[src/sv/wpf_pkg.sv]
// Package for the waypoint follower: types, constants and the CORDIC angle table.
package wpf_pkg;

   localparam int MAX_WAYPOINTS_DEF = 8;
   localparam int CORDIC_STEPS = 16;

   // Operation codes of an input word
   localparam logic OP_POSE = 1'b0;
   localparam logic OP_LOAD = 1'b1;

   // Configuration register indexes
   localparam logic [2:0] REG_KP_LIN = 3'd0;
   localparam logic [2:0] REG_KI_LIN = 3'd1;
   localparam logic [2:0] REG_KD_LIN = 3'd2;
   localparam logic [2:0] REG_KP_ANG = 3'd3;
   localparam logic [2:0] REG_KI_ANG = 3'd4;
   localparam logic [2:0] REG_KD_ANG = 3'd5;
   localparam logic [2:0] REG_THRESH = 3'd6;
   localparam logic [2:0] REG_COUNT  = 3'd7;

   localparam logic signed [23:0] HALF_PI_Q20 = 24'sd1647099;
   localparam logic signed [16:0] BEARING_MAX = 17'sd25736;

   // Work item passed from front to back
   typedef struct packed {
      logic signed [16:0] dx;
      logic signed [16:0] dy;
      logic signed [15:0] heading;
   } work_type;

   // Gains and threshold as seen by the back end
   typedef struct packed {
      logic signed [15:0] kp_lin;
      logic signed [15:0] ki_lin;
      logic signed [15:0] kd_lin;
      logic signed [15:0] kp_ang;
      logic signed [15:0] ki_ang;
      logic signed [15:0] kd_ang;
      logic [14:0]        thresh;
   } gains_type;

   // Result word
   typedef struct packed {
      logic signed [15:0] lin;
      logic signed [15:0] ang;
      logic               stop;
      logic [3:0]         num;
      logic               last;
   } rsp_type;

   function automatic logic signed [23:0] atan_q20(input logic [3:0] i);
      logic signed [23:0] r;
      unique case (i)
         4'd0: r = 24'sd823550;
         4'd1: r = 24'sd486170;
         4'd2: r = 24'sd256879;
         4'd3: r = 24'sd130396;
         4'd4: r = 24'sd65451;
         4'd5: r = 24'sd32757;
         4'd6: r = 24'sd16383;
         4'd7: r = 24'sd8192;
         4'd8: r = 24'sd4096;
         4'd9: r = 24'sd2048;
         4'd10: r = 24'sd1024;
         4'd11: r = 24'sd512;
         4'd12: r = 24'sd256;
         4'd13: r = 24'sd128;
         4'd14: r = 24'sd64;
         default: r = 24'sd32;
      endcase
      return r;
   endfunction

endpackage

[src/sv/wpf_front.sv]
// Front end: takes words, keeps the route table and position, forms dx and dy.
module wpf_front #(
   parameter int MAX_WAYPOINTS = wpf_pkg::MAX_WAYPOINTS_DEF,
   localparam int IW = (MAX_WAYPOINTS > 1) ? $clog2(MAX_WAYPOINTS) : 1
) (
   input  logic                     clock,
   input  logic                     reset,
   input  logic                     req_valid,
   output logic                     req_ready,
   input  logic                     req_operation,
   input  logic signed [15:0]       req_pos_x,
   input  logic signed [15:0]       req_pos_y,
   input  logic signed [15:0]       req_heading,
   input  logic [2:0]               req_entry_index,
   input  logic signed [15:0]       req_entry_x,
   input  logic signed [15:0]       req_entry_y,
   input  logic [3:0]               count_eff,
   input  logic                     advance,
   output logic                     q_valid,
   input  logic                     q_ready,
   output wpf_pkg::work_type        q_work
);

   typedef enum logic [1:0] {
      F_IDLE = 2'b01,
      F_READ = 2'b10
   } fstate_type;

   fstate_type state_ff, state_in;
   logic [6:0] pos_ff, pos_in;
   logic signed [15:0] px_ff, py_ff, hd_ff;
   logic [15:0] rd_x, rd_y;
   logic [IW-1:0] wr_addr;
   logic wr_en, hit_slot;
   logic [IW-1:0] rd_addr;
   logic [3:0] rst_cnt_ff;
   logic [15:0] init_x, init_y;
   logic init_active, init_wr;

   // Reset values for slots 0..3 written by a short sweep after reset
   always_comb begin
      unique case (rst_cnt_ff[1:0])
         2'd0: begin init_x = -16'sd7168; init_y = 16'sd2048; end
         2'd1: begin init_x = 16'sd5632; init_y = 16'sd3072; end
         2'd2: begin init_x = 16'sd6656; init_y = -16'sd1229; end
         default: begin init_x = -16'sd6144; init_y = -16'sd3072; end
      endcase
   end
   assign init_active = (rst_cnt_ff < 4'd4);
   // only slots that exist in a small table get a reset value
   assign init_wr = init_active && ({3'd0, rst_cnt_ff} < 7'(MAX_WAYPOINTS));

   always_ff @(posedge clock) begin
      if (reset) rst_cnt_ff <= 4'd0;
      else if (init_active) rst_cnt_ff <= rst_cnt_ff + 4'd1;
   end

   // A word is taken only while the back end is idle, so the route position
   // seen here already includes any advance of the previous pose
   assign hit_slot = ({4'd0, req_entry_index} < 7'(MAX_WAYPOINTS));
   assign req_ready = (state_ff == F_IDLE) && !q_valid && q_ready && !init_active;
   assign wr_en = init_wr || (req_valid && req_ready
                  && req_operation == wpf_pkg::OP_LOAD && hit_slot);
   assign wr_addr = init_active ? IW'(rst_cnt_ff[1:0]) : IW'(req_entry_index);
   assign rd_addr = IW'(pos_ff);

   wpf_ram #(.WIDTH(16), .DEPTH(MAX_WAYPOINTS)) u_xram (
      .clock(clock), .wr_en(wr_en), .wr_addr(wr_addr),
      .wr_data(init_active ? init_x : req_entry_x),
      .rd_addr(rd_addr), .rd_data(rd_x));
   wpf_ram #(.WIDTH(16), .DEPTH(MAX_WAYPOINTS)) u_yram (
      .clock(clock), .wr_en(wr_en), .wr_addr(wr_addr),
      .wr_data(init_active ? init_y : req_entry_y),
      .rd_addr(rd_addr), .rd_data(rd_y));

   // Pose accepted while route open goes to READ, then into the queue slot
   always_comb begin
      state_in = state_ff;
      pos_in = advance ? pos_ff + 7'd1 : pos_ff;
      unique case (state_ff)
         F_IDLE: if (req_valid && req_ready && req_operation == wpf_pkg::OP_POSE
                     && pos_ff < {3'd0, count_eff}) begin
            state_in = F_READ;
         end
         F_READ: state_in = F_IDLE;
         default: state_in = F_IDLE;
      endcase
   end

   always_ff @(posedge clock) begin
      if (reset) begin
         state_ff <= F_IDLE;
         pos_ff <= 7'd0;
         q_valid <= 1'b0;
      end else begin
         state_ff <= state_in;
         pos_ff <= pos_in;
         if (state_ff == F_READ) q_valid <= 1'b1;
         else if (q_ready) q_valid <= 1'b0;
      end
   end

   always_ff @(posedge clock) begin
      if (req_valid && req_ready) begin
         px_ff <= req_pos_x;
         py_ff <= req_pos_y;
         hd_ff <= req_heading;
      end
      if (state_ff == F_READ) begin
         q_work.dx <= 17'(signed'(rd_x)) - 17'(px_ff);
         q_work.dy <= 17'(signed'(rd_y)) - 17'(py_ff);
         q_work.heading <= hd_ff;
      end
   end

endmodule

[src/sv/wpf_ram.sv]
// Generic single-write, single-read RAM with registered read.
module wpf_ram #(
   parameter int WIDTH = 16,
   parameter int DEPTH = 8,
   localparam int AW = (DEPTH > 1) ? $clog2(DEPTH) : 1
) (
   input  logic             clock,
   input  logic             wr_en,
   input  logic [AW-1:0]    wr_addr,
   input  logic [WIDTH-1:0] wr_data,
   input  logic [AW-1:0]    rd_addr,
   output logic [WIDTH-1:0] rd_data
);
   logic [WIDTH-1:0] mem [DEPTH];
   always_ff @(posedge clock) begin
      if (wr_en) mem[wr_addr] <= wr_data;
      rd_data <= mem[rd_addr];
   end
endmodule

[config.mk]
export PLATFORM = sky130hd
export DESIGN_NAME = wpf_front
export DESIGN_NICKNAME = d
export VERILOG_FILES = /design/src/sv/wpf_pkg.sv /design/src/sv/wpf_front.sv /design/src/sv/wpf_ram.sv
export SDC_FILE = /design/constraint.sdc
export NUM_CORES = 1
export LEC_CHECK = 0
export BUFFER_PORTS_ARGS = -buffer_cell sky130_fd_sc_hd__buf_2
export CORE_MARGIN = 5
export CORE_UTILIZATION = 60
export DETAILED_ROUTE_END_ITERATION = 8
export HOLD_SLACK_MARGIN = 0.05
export PLACE_DENSITY = 0.8
export SLEW_MARGIN = 10
export SYNTH_ARGS = -nofsm -noshare
export SYNTH_HDL_FRONTEND = slang
export SYNTH_SLANG_ARGS = --single-unit
[constraint.sdc]
create_clock -name clock -period 9.5 [get_ports clock]
set_clock_uncertainty 0.1 [all_clocks]
set_input_delay 0.475 -clock clock [delete_from_list [all_inputs] [get_ports clock]]
set_output_delay 0.475 -clock clock [all_outputs]
set_load 0.05 [all_outputs]
==> metrics.cfg <==
[min_path]
min_from = reset
hold_class = in -> reg
hold_end = pos_ff[4]$_SDFFE_PP0P_
worstHoldPathCells = 2

[clocking]
cts_buffer_depth = 3
ctsRootBufferMaster = clkbuf_16
cts_tree = done
worst_skew_pair.late_latency_ns = 0.53
clk_pin_slew_worst_paths_ns = 0.06
post-cts-setup-buffers = 0
cts_inserted_buffers = 39
cts_max_level = 2
ctsHoldBuffers = 48
ctsResizeCount = 0
clock_sinks = 400

[logic_synthesis]
synth_seq_cells = 400
synth_common_cells = edfxtp_1 (354), mux4_2 (64), inv_1 (59)
netlist_top_cells_area = edfxtp_1 (67%), mux4_2 (9.1%), dfxtp_1 (5.8%)
synth-edff-count = 354
syn_inst = 896
seq_area_frac_synth_pct = 72.5
avgSynthCellArea_um2 = 17.8
ys_types = 57
synth.most_common_cell = edfxtp_1
yosysTopAreaCell = edfxtp_1
ys_warn_count = 0
yosysTopAreaCellShare_pct = 66.7
synth_ff_type = edfxtp_1
synth-async-reset-ratio_pct = 0
synth_area_mm2 = 0.0159
syn_nets = 1031

[place]
post-dp-hpwl_um = 19700
place.gp.congestion = 0.823
dp_slack_ns = 5.63
io_buffers = 144

[timing]
period_minus_slack_ns = 3.91
drv_slew = 0
worstMarginPinSlew_ns = 1.14
worst_slack_ns = 5.59
fin_setup_tns_ns = 0
finalSetupViolations = 0
rsz0062_at_grt = no
slew_headroom_pct = 23.6
final.period_utilization_pct = 41.2
final_hold_viol_count = 0
fmax_mhz = 255

[cells_and_area]
n_antenna_cell = 0
fin_nets = 1251
syn_to_final_growth_pct = 18.2
final_core_util_pct = 72.0
final_layout_size_suffix_gt1_share_pct = 29.1

[detailed_routing]
first_iter_violations = 904
drt-pass1-iter-count = 5
drtAntennaViolNets = 0
vias = 8532
drt_wl_total_um = 32800
drc = 0
wl_per_cell_um = 22.1
vias_per_cell = 5.76

[pwr]
switching_power_uw = 1190
sequentialPowerShare_pct = 48.9
share_comb_of_total_power_pct = 18.7
powerDensity_mw_per_mm2 = 248
p_int_uw = 3480
totalPowerFinal_uw = 4670
sw_frac_of_total_pct = 25.5
pwr-share-clk_pct = 32.4
ir_drop_uv = 139
power.leakage_uw = 0.00689

[die]
fp.dieH_um = 173
die_width_um = 173
pin_count = 145
core_area_mm2 = 0.0261
die_area_mm2 = 0.0299
rows = 59
initial_core_util_pct = 60.9

[critical_path]
cpPeakStageDelay_ns = 0.82
crit_path_frequent_cell = buf_4
cpMaxStageDelayCell = nor3_2
r2r_setup_slack_ns = 5.59
r2r_start = rst_cnt_ff[2]$_SDFFE_PP0P_
cp_max_fo = 52
crit_required_ns = 9.58
worstReg2RegEnd = u_xram.mem[5][4]$_DFFE_PP_
rr_worst_depth = 7
crit_chain = nor2_1 -> nor4_1 -> and2_2 -> buf_4 -> a32oi_1 -> nor3_2 -> buf_4
cp-start-kind = flop
arrival_ns = 4.00
critPathKind = reg -> reg
cp-end-kind = flop

[outcome]
status = finished clean

[global_route]
grt.total_usage_pct = 22.1
grt_start_max_net_pins = 67
grt.overflow.total = 0
grt_pass1_wl_um = 51300
grt_pass1_vias = 8836
antenna_found_initial = 2

[job]
cap_viol_max_count = 0

## cell families (layout without fill, tap and decap cells)
group | after synthesis | in the layout | share of synthesized area [%]
DFF | 400 | 400 | 72.5
and+or+nand+nor | 134 | 134 | 4.09
AOI/OAI and AO/OA | 112 | 112 | 4.95
muxes | 99 | 99 | 11.5
buffers and inverters | 86 | 336 | 2.27
adders and majority gates | 42 | 42 | 3.39
xor gates and xnor gates | 23 | 23 | 1.26
## how the worst max path moves through the flow
stage                                     startpoint                    endpoint  slack [ns]  cells after the start
after detailed placement  rst_cnt_ff[2]$_SDFFE_PP0P_  u_xram.mem[5][6]$_DFFE_PP_        5.63                      7
after floorplan                 q_valid$_SDFFE_PP0P_  u_xram.mem[4][0]$_DFFE_PP_        3.38                      5
final                     rst_cnt_ff[2]$_SDFFE_PP0P_  u_xram.mem[5][4]$_DFFE_PP_        5.59                      7
after CTS                 rst_cnt_ff[2]$_SDFFE_PP0P_  u_xram.mem[5][1]$_DFFE_PP_        5.57                      7
after global placement                       q_ready  u_xram.mem[5][0]$_DFFE_PP_        5.82                      8
after global routing      rst_cnt_ff[2]$_SDFFE_PP0P_  u_xram.mem[5][6]$_DFFE_PP_        5.24                      7
## power groups by stage
stage	Sequential, uW	Clock [uW]	Combinational [uW]
floorplan	2280	0	638
global placement	2310	0	821
detailed placement	2320	0	843
CTS	2280	1550	873
global route	2300	1620	966
finish	2280	1510	875
## layout by cell type (no fill, tap or decap), drive strengths merged, types with 17 or more instances in the layout
cell type / n
o21ai: 20
nor2: 35
mux4: 64
dfxtp: 46
clkbuf: 53
edfxtp: 354
buf: 158
mux2: 32
dlygate4sd3: 48
a21o: 17
nand2: 34
inv: 59
ha: 40
a21oi: 25
and2: 18
## registers in the layout, summed over array words and instances, names as in the netlist, 2 cells and up
signal          flops
u_yram.rd_data     16
rst_cnt_ff          4
hd_ff              16
u_xram.mem        128
py_ff              16
u_yram.mem        128
q_work             50
pos_ff              7
state_ff            2
px_ff              16
u_xram.rd_data     16
## cell type report
cell class | count | area, um2
multi-input combinational | 410 | 4050
fill | 1591 | 7310
clock buffer | 53 | 1100
inverter | 59 | 221
sequential | 400 | 11600
clock inverter | 18 | 164
tap | 335 | 419
timing repair buffer | 206 | 1310
## worst max-delay path, delay by kind of cell (launching register included)
kind,cells,cell delay [ns]
simple gates,4,1.69
buf+inv,2,1.04
flops,1,0.38
compound gates,1,0.33
## stage by stage
stage               area [um2]  std cells  hold WS [ns]
finish                   18800       1481         0.195
global route             18800       1481         0.209
CTS                      18800       1481         0.175
detailed placement       17100       1362         0.305
global placement         17100       1362         0.301
floorplan                15900        896         0.300
## metal layers
layer	global-route usage (%)	wire [um]
met5	0	13
met1	31.6	13800
met3	4.02	2290
met2	36.2	16100
met4	5.19	564
(Power assumes the default switching activity.)
